File: config.mk
export PLATFORM = sky130hd
export DESIGN_NAME = rgb565_gradient_generator_unit_flat
export DESIGN_NICKNAME = d
export VERILOG_FILES = /design/src/rgbg_pkg.sv /design/src/rgbg_in_if.sv /design/src/rgbg_out_if.sv /design/src/rgb565_gradient_generator_unit.sv /design/src/flat_wrapper.sv
export VERILOG_INCLUDE_DIRS = /design/src /design/src/src
export SDC_FILE = /design/constraint.sdc
export NUM_CORES = 1
export LEC_CHECK = 0
export BUFFER_PORTS_ARGS = -buffer_cell sky130_fd_sc_hd__buf_2
export CAP_MARGIN = 15
export CORE_MARGIN = 10
export CORE_UTILIZATION = 50
export DETAILED_ROUTE_END_ITERATION = 10
export PLACE_DENSITY = 0.68
export SYNTH_ARGS = -nofsm -noshare
export SYNTH_HDL_FRONTEND = slang
export SYNTH_SLANG_ARGS = --single-unit
File: constraint.sdc
create_clock -name clk -period 10.25 [get_ports clk]
set_input_delay 2.05 -clock clk [delete_from_list [all_inputs] [get_ports clk]]
set_output_delay 2.05 -clock clk [all_outputs]
set_load 0.005 [all_outputs]
File: src/rgb565_gradient_generator_unit_macros.svh
// Assertion macros shared by the gradient generator RTL
`ifndef RGB565_GRADIENT_GENERATOR_UNIT_MACROS_SVH
`define RGB565_GRADIENT_GENERATOR_UNIT_MACROS_SVH

`ifndef SYNTHESIS

// Check a property on every rising edge outside reset
`define RGBG_ASSERT(lbl, prop) \
  lbl: assert property (@(posedge clk) disable iff (!rst_n) prop) \
    else $error("rgbg: assertion failed");

// Check that a condition never holds outside reset
`define RGBG_ASSERT_NEVER(lbl, cond) \
  lbl: assert property (@(posedge clk) disable iff (!rst_n) !(cond)) \
    else $error("rgbg: forbidden condition seen");

`else

`define RGBG_ASSERT(lbl, prop)
`define RGBG_ASSERT_NEVER(lbl, cond)

`endif

`endif

File: src/rgbg_pkg.sv
// Types, constants and helpers of the RGB565 gradient generator
package rgbg_pkg;

  localparam int COLOR_W       = 16;
  localparam int STEP_W        = 6;
  localparam int CH_W          = 6;
  localparam int NUM_CH        = 3;
  localparam int CH_IDX_W      = 2;
  localparam int DIV_CNT_W     = 3;
  localparam int DEF_MAX_STEPS = 63;

  localparam int RED_LSB   = 11;
  localparam int GREEN_LSB = 5;
  localparam int RED_MASK   = 'h1F;
  localparam int GREEN_MASK = 'h3F;
  localparam int BLUE_MASK  = 'h1F;

  localparam logic [CH_IDX_W-1:0]  CH_RED   = 2'd0;
  localparam logic [CH_IDX_W-1:0]  CH_GREEN = 2'd1;
  localparam logic [CH_IDX_W-1:0]  CH_BLUE  = 2'd2;
  localparam logic [DIV_CNT_W-1:0] DIV_LAST = DIV_CNT_W'(CH_W - 1);

  typedef enum logic [1:0] {
    ST_IDLE,
    ST_LOAD,
    ST_DIV,
    ST_EMIT
  } rgbg_state_t;

  // Pull one channel out of a packed color, zero-extended to CH_W bits
  function automatic logic [CH_W-1:0] chan_of(input logic [COLOR_W-1:0]  c,
                                              input logic [CH_IDX_W-1:0] k);
    logic [CH_W-1:0] v;
    case (k)
      CH_RED:   v = CH_W'((c >> RED_LSB) & COLOR_W'(RED_MASK));
      CH_GREEN: v = CH_W'((c >> GREEN_LSB) & COLOR_W'(GREEN_MASK));
      default:  v = CH_W'(c & COLOR_W'(BLUE_MASK));
    endcase
    return v;
  endfunction

endpackage

File: src/rgbg_in_if.sv
// Request channel: first color, final color and step count
interface rgbg_in_if import rgbg_pkg::*; ();
  logic               valid;
  logic               ready;
  logic [COLOR_W-1:0] from_color;
  logic [COLOR_W-1:0] to_color;
  logic [STEP_W-1:0]  step_count;

  modport source (output valid, output from_color, output to_color,
                  output step_count, input ready);
  modport sink   (input valid, input from_color, input to_color,
                  input step_count, output ready);
endinterface

File: src/rgbg_out_if.sv
// Result channel: one interpolated color per beat
interface rgbg_out_if import rgbg_pkg::*; ();
  logic               valid;
  logic               ready;
  logic [COLOR_W-1:0] color;
  logic [STEP_W-1:0]  position;
  logic               last;

  modport source (output valid, output color, output position, output last,
                  input ready);
  modport sink   (input valid, input color, input position, input last,
                  output ready);
endinterface

File: src/rgb565_gradient_generator_unit.sv
// Top level of the RGB565 gradient generator
//
//   channel   dir  beat contents                          handshake
//   in_chan   in   from_color, to_color, step_count       valid/ready
//   out_chan  out  color, position, last                  valid/ready
//
// A request with step count n > 0 is accepted in idle; then one shared 6-bit
// restoring divider forms |end-start|/n and its remainder for red, green and
// blue in turn (a load state, then 6 quotient bits each), then n+1 result
// beats follow, one per cycle while out_chan.ready is high. A zero step count
// skips the divider and emits the start color once. in_chan.ready is high only
// while idle; a stalled result beat holds. rst_n is synchronous and returns to idle.
`include "rgb565_gradient_generator_unit_macros.svh"

module rgb565_gradient_generator_unit import rgbg_pkg::*; #(
  parameter int MAX_STEPS = DEF_MAX_STEPS
) (
  input  logic      clk,
  input  logic      rst_n,
  rgbg_in_if.sink   in_chan,
  rgbg_out_if.source out_chan
);

  rgbg_state_t state_r, state_nxt;

  logic [COLOR_W-1:0]   start_r, start_nxt;
  logic [COLOR_W-1:0]   end_r, end_nxt;
  logic [STEP_W-1:0]    steps_r, steps_nxt;
  logic [STEP_W-1:0]    pos_r, pos_nxt;
  logic [CH_IDX_W-1:0]  ch_r, ch_nxt;
  logic [DIV_CNT_W-1:0] cnt_r, cnt_nxt;
  logic [CH_W-1:0]      dvd_r, dvd_nxt;
  logic [CH_W-1:0]      rem_r, rem_nxt;
  logic [CH_W-1:0]      qd_r [NUM_CH];
  logic [CH_W-1:0]      qd_nxt [NUM_CH];
  logic [CH_W-1:0]      rd_r [NUM_CH];
  logic [CH_W-1:0]      rd_nxt [NUM_CH];
  logic [CH_W-1:0]      q_r [NUM_CH];
  logic [CH_W-1:0]      q_nxt [NUM_CH];
  logic [CH_W-1:0]      r_r [NUM_CH];
  logic [CH_W-1:0]      r_nxt [NUM_CH];

  logic                 in_ready;
  logic                 out_valid;
  logic                 in_acc;
  logic                 out_acc;
  logic                 last_w;
  logic                 rem_ok;
  logic [STEP_W-1:0]    steps_sat;
  logic [CH_W-1:0]      a_ch [NUM_CH];
  logic [CH_W-1:0]      b_ch [NUM_CH];
  logic                 neg_ch [NUM_CH];
  logic [CH_W-1:0]      mag_ch [NUM_CH];
  logic [CH_W-1:0]      val_ch [NUM_CH];
  logic [CH_W:0]        rem_try;
  logic                 q_bit;

  assign in_acc  = in_chan.valid && in_ready;
  assign out_acc = out_valid && out_chan.ready;
  assign last_w  = (pos_r == steps_r);

  // Clamp the step count to the configured maximum
  assign steps_sat = (in_chan.step_count > STEP_W'(MAX_STEPS)) ?
                     STEP_W'(MAX_STEPS) : in_chan.step_count;

  // Split held colors per channel; form sign and magnitude of the difference
  always_comb begin
    for (int k = 0; k < NUM_CH; k++) begin
      a_ch[k]   = chan_of(start_r, CH_IDX_W'(k));
      b_ch[k]   = chan_of(end_r, CH_IDX_W'(k));
      neg_ch[k] = (b_ch[k] < a_ch[k]);
      mag_ch[k] = neg_ch[k] ? (a_ch[k] - b_ch[k]) : (b_ch[k] - a_ch[k]);
      val_ch[k] = neg_ch[k] ? (a_ch[k] - q_r[k]) : (a_ch[k] + q_r[k]);
    end
  end

  // One restoring divider step: shift in the next dividend bit, try subtract
  assign rem_try = {rem_r, dvd_r[CH_W-1]};
  assign q_bit   = (rem_try >= {1'b0, steps_r});

  // Next state
  always_comb begin
    state_nxt = state_r;
    case (state_r)
      ST_IDLE: begin
        if (in_acc) begin
          state_nxt = (steps_sat == '0) ? ST_EMIT : ST_LOAD;
        end
      end
      ST_LOAD: state_nxt = ST_DIV;
      ST_DIV: begin
        if (cnt_r == DIV_LAST) begin
          state_nxt = (ch_r == CH_BLUE) ? ST_EMIT : ST_LOAD;
        end
      end
      ST_EMIT: begin
        if (out_acc && last_w) begin
          state_nxt = ST_IDLE;
        end
      end
      default: state_nxt = ST_IDLE;
    endcase
  end

  // Handshake outputs
  always_comb begin
    in_ready  = 1'b0;
    out_valid = 1'b0;
    case (state_r)
      ST_IDLE: in_ready  = 1'b1;
      ST_EMIT: out_valid = 1'b1;
      default: begin
        in_ready  = 1'b0;
        out_valid = 1'b0;
      end
    endcase
  end

  // Datapath next values
  always_comb begin
    logic [CH_W:0] rsum;
    start_nxt = start_r;
    end_nxt   = end_r;
    steps_nxt = steps_r;
    pos_nxt   = pos_r;
    ch_nxt    = ch_r;
    cnt_nxt   = cnt_r;
    dvd_nxt   = dvd_r;
    rem_nxt   = rem_r;
    qd_nxt    = qd_r;
    rd_nxt    = rd_r;
    q_nxt     = q_r;
    r_nxt     = r_r;
    rsum      = '0;
    case (state_r)
      ST_IDLE: begin
        // Latch the request and clear the running quotients and remainders
        if (in_acc) begin
          start_nxt = in_chan.from_color;
          end_nxt   = in_chan.to_color;
          steps_nxt = steps_sat;
          pos_nxt   = '0;
          ch_nxt    = CH_RED;
          for (int k = 0; k < NUM_CH; k++) begin
            q_nxt[k] = '0;
            r_nxt[k] = '0;
          end
        end
      end
      ST_LOAD: begin
        // Load this channel's magnitude into the divider
        dvd_nxt = mag_ch[ch_r];
        rem_nxt = '0;
        cnt_nxt = '0;
      end
      ST_DIV: begin
        // Advance one quotient bit; store the per-step increments at the end
        rem_nxt = q_bit ? CH_W'(rem_try - {1'b0, steps_r}) : CH_W'(rem_try);
        dvd_nxt = {dvd_r[CH_W-2:0], q_bit};
        cnt_nxt = cnt_r + 1'b1;
        if (cnt_r == DIV_LAST) begin
          qd_nxt[ch_r] = {dvd_r[CH_W-2:0], q_bit};
          rd_nxt[ch_r] = rem_nxt;
          ch_nxt       = ch_r + 1'b1;
        end
      end
      ST_EMIT: begin
        // Step every channel by quotient and remainder of |diff|/n
        if (out_acc && !last_w) begin
          pos_nxt = pos_r + 1'b1;
          for (int k = 0; k < NUM_CH; k++) begin
            rsum = {1'b0, r_r[k]} + {1'b0, rd_r[k]};
            if (rsum >= {1'b0, steps_r}) begin
              r_nxt[k] = CH_W'(rsum - {1'b0, steps_r});
              q_nxt[k] = q_r[k] + qd_r[k] + 1'b1;
            end else begin
              r_nxt[k] = CH_W'(rsum);
              q_nxt[k] = q_r[k] + qd_r[k];
            end
          end
        end
      end
      default: begin
        pos_nxt = pos_r;
      end
    endcase
  end

  // Control registers
  always_ff @(posedge clk) begin
    if (!rst_n) begin
      state_r <= ST_IDLE;
      start_r <= '0;
      end_r   <= '0;
      steps_r <= '0;
      pos_r   <= '0;
      ch_r    <= CH_RED;
      cnt_r   <= '0;
    end else begin
      state_r <= state_nxt;
      start_r <= start_nxt;
      end_r   <= end_nxt;
      steps_r <= steps_nxt;
      pos_r   <= pos_nxt;
      ch_r    <= ch_nxt;
      cnt_r   <= cnt_nxt;
    end
  end

  // Divider and accumulator registers
  always_ff @(posedge clk) begin
    dvd_r <= dvd_nxt;
    rem_r <= rem_nxt;
    qd_r  <= qd_nxt;
    rd_r  <= rd_nxt;
    q_r   <= q_nxt;
    r_r   <= r_nxt;
  end

  // Drive the channels
  assign in_chan.ready     = in_ready;
  assign out_chan.valid    = out_valid;
  assign out_chan.color    = {val_ch[CH_RED][4:0], val_ch[CH_GREEN][5:0],
                              val_ch[CH_BLUE][4:0]};
  assign out_chan.position = pos_r;
  assign out_chan.last     = last_w;

  // Running remainders stay below the step count
  assign rem_ok = (r_r[0] < steps_r) && (r_r[1] < steps_r) && (r_r[2] < steps_r);

  // Checks
  `RGBG_ASSERT_NEVER(a_ready_excl, in_chan.ready && out_chan.valid)
  `RGBG_ASSERT(a_pos_bound, out_chan.valid |-> (pos_r <= steps_r))
  `RGBG_ASSERT(a_last_idle, (out_acc && last_w) |=> in_chan.ready)
  `RGBG_ASSERT(a_rem_bound, (state_r == ST_EMIT && steps_r != '0) |-> rem_ok)

endmodule
File: src/flat_wrapper.sv
// flat-port wrapper written by rule: the top's interface ports become plain ports
module rgb565_gradient_generator_unit_flat import rgbg_pkg::*;
#(
  parameter int MAX_STEPS = DEF_MAX_STEPS
)
  (clk, rst_n, in_chan_valid, in_chan_from_color, in_chan_to_color, in_chan_step_count, in_chan_ready, out_chan_valid, out_chan_color, out_chan_position, out_chan_last, out_chan_ready);
  rgbg_in_if in_chan_i ();
  rgbg_out_if out_chan_i ();
  input  logic clk;
  input  logic rst_n;
  input wire logic [$bits(in_chan_i.valid)-1:0] in_chan_valid;
  input wire logic [$bits(in_chan_i.from_color)-1:0] in_chan_from_color;
  input wire logic [$bits(in_chan_i.to_color)-1:0] in_chan_to_color;
  input wire logic [$bits(in_chan_i.step_count)-1:0] in_chan_step_count;
  output wire logic [$bits(in_chan_i.ready)-1:0] in_chan_ready;
  output wire logic [$bits(out_chan_i.valid)-1:0] out_chan_valid;
  output wire logic [$bits(out_chan_i.color)-1:0] out_chan_color;
  output wire logic [$bits(out_chan_i.position)-1:0] out_chan_position;
  output wire logic [$bits(out_chan_i.last)-1:0] out_chan_last;
  input wire logic [$bits(out_chan_i.ready)-1:0] out_chan_ready;
  assign in_chan_i.valid = in_chan_valid;
  assign in_chan_i.from_color = in_chan_from_color;
  assign in_chan_i.to_color = in_chan_to_color;
  assign in_chan_i.step_count = in_chan_step_count;
  assign in_chan_ready = in_chan_i.ready;
  assign out_chan_valid = out_chan_i.valid;
  assign out_chan_color = out_chan_i.color;
  assign out_chan_position = out_chan_i.position;
  assign out_chan_last = out_chan_i.last;
  assign out_chan_i.ready = out_chan_ready;
  rgb565_gradient_generator_unit #(.MAX_STEPS(MAX_STEPS)) u_core (.clk(clk), .rst_n(rst_n), .in_chan(in_chan_i), .out_chan(out_chan_i));
endmodule
==> results.json, run 1 <==
{
  "status": "finished, final reports clean",
  "utilization_pct": 57.90,
  "synth_flop_cell": "edfxtp_1",
  "synth-xor-area-share_pct": 7.063,
  "overflow": 0,
  "relSlewSlack_pct": 26.07,
  "drive_gt1_share_pct": 11.29,
  "drc": 0,
  "dpl-instance-area_um2": 10260,
  "die_w_um": 159.1,
  "setup_violations": 0,
  "finalSetupTns_ps": 0,
  "hold_viol": 0,
  "syn_area_per_cell_um2": 9.711,
  "viasPerCell": 5.498,
  "crit_required_ps": 8200,
  "grt_pass1_wl_um": 36570,
  "synth-seq-cells": 131,
  "tightest_slew_ps": 1107,
  "stdcell_count": 1332,
  "maxSlewViolCount": 0,
  "leakage_nw": 4.574,
  "clockBufferDepth": 2,
  "holdBufCountCts": 0,
  "postRouteAntennaNets": 0,
  "postCtsSetupBuffers": 0,
  "final_common_cell": "nand2_1",
  "io_pins": 67,
  "path_cells": "inv_1 > ha_1 > fa_1 > nand2b_1 > a21oi_1 > a31oi_2 > o21ai_0 > ha_1 > a21o_1 > a21oi_1 > o21bai_1 > a21oi_1 > xnor2_1 > xnor2_1 > buf_2",
  "clock_sink_count": 131,
  "routed_wl_um": 22010,
  "vias": 7323,
  "antenna_cells": 0,
  "coreArea_um2": 18890,
  "timing.hold.ws_ps": 484.6,
  "dr.pass1.iters": 5,
  "fmax_ghz": 0.1687,
  "grt_pass1_vias": 7134,
  "ctsResizeCount": 0,
  "dpl.hpwl_um": 16710,
  "cts_tree": "yes",
  "cpMostUsedCell": "a21oi_1",
  "cp_max_fo": 8,
  "syn_inst": 996,
  "rows": 50,
  "seq_area_frac_synth_pct": 35.39,
  "clk_pin_slew_ps": 60,
  "ys_types": 67,
  "synth_area_um2": 9672,
  "antenna_found_initial": 0,
  "cts_buffers": 17,
  "critical_path.slowest_cell": "fa_1",
  "synth_simple_gate_area_share_pct": 13.27,
  "cp-start-kind": "flip-flop",
  "first_iter_violations": 469,
  "synth_compound_area_share_pct": 18.29,
  "muxShareOfSynthArea_pct": 3.169,
  "fp.dieH_um": 159.1,
  "area_growth_pct": 13.10,
  "fp.dieArea_um2": 25310,
  "worst_slack_ps": 4321,
  "critPathCaptureType": "output pin",
  "fin_area_um2": 10940,
  "rsz0062_at_grt": "false",
  "gp_congestion": 0.8856,
  "synth_fp_nets": 1172,
  "synth_edf_count": 80,
  "synth_top_family_by_area": "adder cells",
  "async_reset_ff_share_pct": 0,
  "yosys_warnings": 0,
  "synthAdderAreaFrac_pct": 18.81,
  "cp.arrival_ps": 3880,
  "io_buffers": 66,
  "max_cap_violations": 0,
  "insertion_delay_ps": 420,
  "powerDensity_nw_per_um2": 263.7,
  "initial_core_util_pct": 51.19,
  "nets": 1235,
  "wl_per_cell_um": 16.52,
  "place_ws_ps": 4762,
  "path_class": "flip-flop to output pin",
  "clock_tree.root_cell": "clkbuf_16",
  "place_inst": 1300,
  "grt_max_degree": 49,
  "total_power_mw": 2.885,
  "timing.final.crit_share_pct": 57.84,
  "htreeDepth": 4,
  "skew_ps": 10.00,
  "irDropWorstVdd_mv": 0.1333,
  "grt_usage_pct": 17.39,
  "slowest_delay_ps": 390,
  "final_cell_mix": "118 x nand2_1, 115 x ha_1, 80 x edfxtp_1",
  "min_path_type": "flip-flop to flip-flop",
  "layout_min_cycle_time_ps": 5929
}
==> flip-flops by register name, summed over array words and instances, names as in the netlist <==
signal / count
u_core.r_r: 18
u_core.rd_r: 18
u_core.end_r: 16
u_core.q_r: 16
u_core.qd_r: 16
u_core.start_r: 16
u_core.dvd_r: 6
u_core.out_chan.position: 6
u_core.rem_r: 6
u_core.steps_r: 6
u_core.cnt_r: 3
u_core.ch_r: 2
u_core.state_r: 2
==> layout make-up <==
class | instances | area [um^2]
timing repair buffer | 71 | 367.9
sequential | 131 | 3423
clock inverter | 15 | 252.7
multi-input combinational | 765 | 5871
fill | 1656 | 7954
tap | 260 | 325.3
clock buffer | 17 | 425.4
inverter | 73 | 274.0
==> worst paths after layout <==
kind                   start                  to  slack (ps)  depth (start not counted)
min          u_core.end_r[7]     u_core.end_r[7]         480                          2
min reg2reg  u_core.end_r[7]     u_core.end_r[7]         480                          2
max reg2reg    u_core.r_r[0]       u_core.r_r[0]        6510                         12
max          u_core.end_r[5]  out_chan_color[10]        4320                         15
==> cell usage after synthesis, types with 10 or more instances <==
library cell | n | area share, %
and2_1 | 18 | 1.2
mux2i_1 | 25 | 2.6
nand3_1 | 10 | 0.52
a21boi_0 | 39 | 3.0
a21oi_1 | 54 | 2.8
ha_1 | 115 | 15
dfxtp_1 | 51 | 11
fa_1 | 19 | 3.9
nand2_1 | 118 | 4.6
inv_1 | 72 | 2.8
nor2_1 | 51 | 2.0
xnor2_1 | 48 | 4.3
xor2_1 | 30 | 2.7
a21o_1 | 24 | 1.9
nor2b_1 | 21 | 1.4
o21ai_0 | 36 | 1.9
a211oi_1 | 10 | 0.78
clkbuf_1 | 23 | 0.89
edfxtp_1 | 80 | 25
==> kinds of logic (layout without fill, tap and decap cells) <==
group | after synthesis | in the layout
adders and majority gates | 134 | 134
DFF | 131 | 131
muxes | 30 | 30
AOI/OAI and AO/OA | 254 | 254
xor gates and xnor gates | 78 | 78
and+or+nand+nor | 269 | 269
buffers and inverters | 100 | 176
==> power by group <==
group / leakage, nW / total [mW] / internal, mW / switching [mW]
registers: 1.19 / 0.768 / 0.688 / 0.0802
logic: 3.07 / 1.42 / 0.604 / 0.813
clock network: 0.321 / 0.701 / 0.459 / 0.242
==> layer usage <==
layer,vias up,GRT usage [%],wire length [um]
met2,157,26.52,9686
met4,0,4.802,221
met1,3475,24.60,11150
li1,3673,-,-
met5,-,0,0
met3,18,3.202,954
==> worst max-delay path: cells and delay by family, from the launching register on <==
| kind | cells | cell delay (ps) |
|---|---|---|
| flops | 1 | 360 |
| compound gates | 7 | 1540 |
| simple gates | 1 | 180 |
| buf+inv | 2 | 180 |
| xor+xnor | 2 | 290 |
| fa+ha+maj | 3 | 910 |
(Power assumes the default switching activity.)
==> run 2, diff against run 1 <==
- PLACE_DENSITY: 0.68 -> 0.71
- clock period: 10.25 -> 5.35 ns (I/O delays scaled with it)
==> run 2 against run 1 <==
  * Wire length increased by 1.4%
  * Clock-buffer cell count unchanged
  * Via count is 1.1% higher
  * Sequential cell count unchanged
  * Clock power grew 83%
  * Worst setup slack lost 3900 ps
  * First-iteration DRC count shrank 4.5%
  * Core utilization is 0.22 points lower
  * Critical path depth unchanged
  * Global-route usage grew 0.31 points
  * Largest power group unchanged
==> results.json, run 2 (synthesis results as in run 1) <==
{
  "status": "finished, final reports clean",
  "fp.dieArea_um2": 25310,
  "overflow": 0,
  "drive_gt1_share_pct": 11.20,
  "grt_pass1_wl_um": 37140,
  "cpLargestDelayFamily": "compound AO/OA/AOI/OAI gates",
  "rsz0062_at_grt": "false",
  "ctsResizeCount": 0,
  "min_path_type": "flip-flop to flip-flop",
  "final_common_cell": "nand2_1",
  "path_class": "flip-flop to output pin",
  "skew_ps": 6.208,
  "vias": 7400,
  "max_cap_violations": 0,
  "layout_min_cycle_time_ps": 4969,
  "cp-start-kind": "flip-flop",
  "p_int_mw": 3.299,
  "routed_wl_um": 22320,
  "combPwrFrac_pct": 49.6,
  "cp_max_fo": 8,
  "wl_per_cell_um": 16.77,
  "coreArea_um2": 18890,
  "die_w_um": 159.1,
  "dpl.hpwl_um": 16590,
  "final_cell_mix": "118 x nand2_1, 115 x ha_1, 80 x edfxtp_1",
  "powerDensity_nw_per_um2": 502.0,
  "p_sw_share_pct": 39.71,
  "clk_pin_slew_ps": 60,
  "cts_tree": "yes",
  "io_buffers": 66,
  "insertion_delay_ps": 420,
  "viasPerCell": 5.560,
  "fp.dieH_um": 159.1,
  "p_clk_share_pct": 23.4,
  "seq_power_share_pct": 27.0,
  "rows": 50,
  "timing.final.crit_share_pct": 92.87,
  "cts_buffers": 17,
  "finalSetupTns_ps": 0,
  "top_regs": "u_core.r_r: 18 flops, u_core.rd_r: 18 flops",
  "nets": 1235,
  "initial_core_util_pct": 51.19,
  "tightest_slew_ps": 1058,
  "cpMostUsedCell": "a21oi_1",
  "total_power_mw": 5.471,
  "drc": 0,
  "leakage_nw": 4.563,
  "relSlewSlack_pct": 29.37,
  "htreeDepth": 4,
  "antenna_cells": 0,
  "grt_max_degree": 49,
  "setup_violations": 0,
  "gp_congestion": 0.9450,
  "critical_path_buf_inv_count": 2,
  "fmax_ghz": 0.2013,
  "dr.pass1.iters": 5,
  "irDropWorstVdd_mv": 0.2864,
  "critical_path.slowest_cell": "fa_1",
  "area_growth_pct": 12.68,
  "cp.arrival_ps": 3900,
  "hold_viol": 0,
  "clockBufferDepth": 2,
  "holdBufCountCts": 0,
  "grt_usage_pct": 17.70,
  "clock_tree.root_cell": "clkbuf_16",
  "crit_required_ps": 4280,
  "critPathCaptureType": "output pin",
  "path_cells": "inv_1 > ha_1 > fa_1 > nand2b_1 > a21oi_1 > a31oi_2 > o21ai_0 > ha_1 > a21o_1 > a21oi_1 > o21bai_1 > a21oi_1 > xnor2_1 > xnor2_1 > buf_2",
  "maxSlewViolCount": 0,
  "postCtsSetupBuffers": 0,
  "io_pins": 67,
  "first_iter_violations": 448,
  "antenna_found_initial": 0,
  "p_switching_mw": 2.172,
  "postRouteAntennaNets": 0,
  "clock_sink_count": 131,
  "slowest_delay_ps": 400,
  "grt_pass1_vias": 7320
}
[run 2: cell types whose count changed in the layout (fill, tap and decap cells not counted)]
| cell | previous run | this run |
|---|---|---|
| bufinv_16 | 6 | 5 |
| clkinv_4 | 3 | 2 |
| clkinv_2 | 0 | 4 |
| inv_6 | 3 | 1 |
| clkinvlp_2 | 1 | 0 |
[run 2: power groups by stage]
stage	Clock [mW]	Sequential, mW	Combinational (mW)
2_1_floorplan	0	1.44	2.07
3_3_place_gp	0	1.49	2.64
3_5_place_dp	0	1.49	2.69
4_1_cts	1.29	1.48	2.72
5_1_grt	1.34	1.50	3.06
6_report	1.28	1.48	2.72
[run 2: final cells by class]
cell class / count / area, um^2
Fill cell: 1692 / 7995
Multi-Input combinational cell: 765 / 5871
Sequential cell: 131 / 3423
Clock buffer: 17 / 425.4
Timing Repair Buffer: 71 / 367.9
Tap cell: 260 / 325.3
Inverter: 73 / 274.0
Clock inverter: 14 / 211.5
[run 2: tightest hold or removal path, stage by stage, from the launching register on]
cell	delay [ps]
dfxtp_1	320
nand2_1	50
a21boi_0	60
[run 2: metal layers]
layer,wire [um],vias to the layer above,GRT usage [%]
li1,-,3669,-
met2,10050,168,27.34
met1,10840,3540,24.64
met3,1113,23,3.202
met5,0,-,0
met4,316,0,5.265
[run 2: path summary, 6_finish.rpt]
kind                                       from            endpoint  slack [ps]  cells past startpoint
worst max register to register    u_core.r_r[0]       u_core.r_r[4]        1640                     12
worst max-delay path            u_core.end_r[5]  out_chan_color[10]         380                     15
worst min register to register  u_core.end_r[8]     u_core.end_r[8]         490                      2
worst min-delay path            u_core.end_r[8]     u_core.end_r[8]         490                      2
[run 2: per-stage QoR]
stage	cells	hold slack, ps	setup slack [ps]	instance area [um^2]	utilization, %
finish	1331	485.8	381.4	10900	57.68
CTS	1331	489.9	377.3	10900	57.68
floorplan	996	447.8	1227	9672	-
global route	1331	514.9	32.24	10900	57.68
detailed placement	1300	476.4	859.0	10260	54.31
global placement	1300	476.4	931.1	10260	54.31
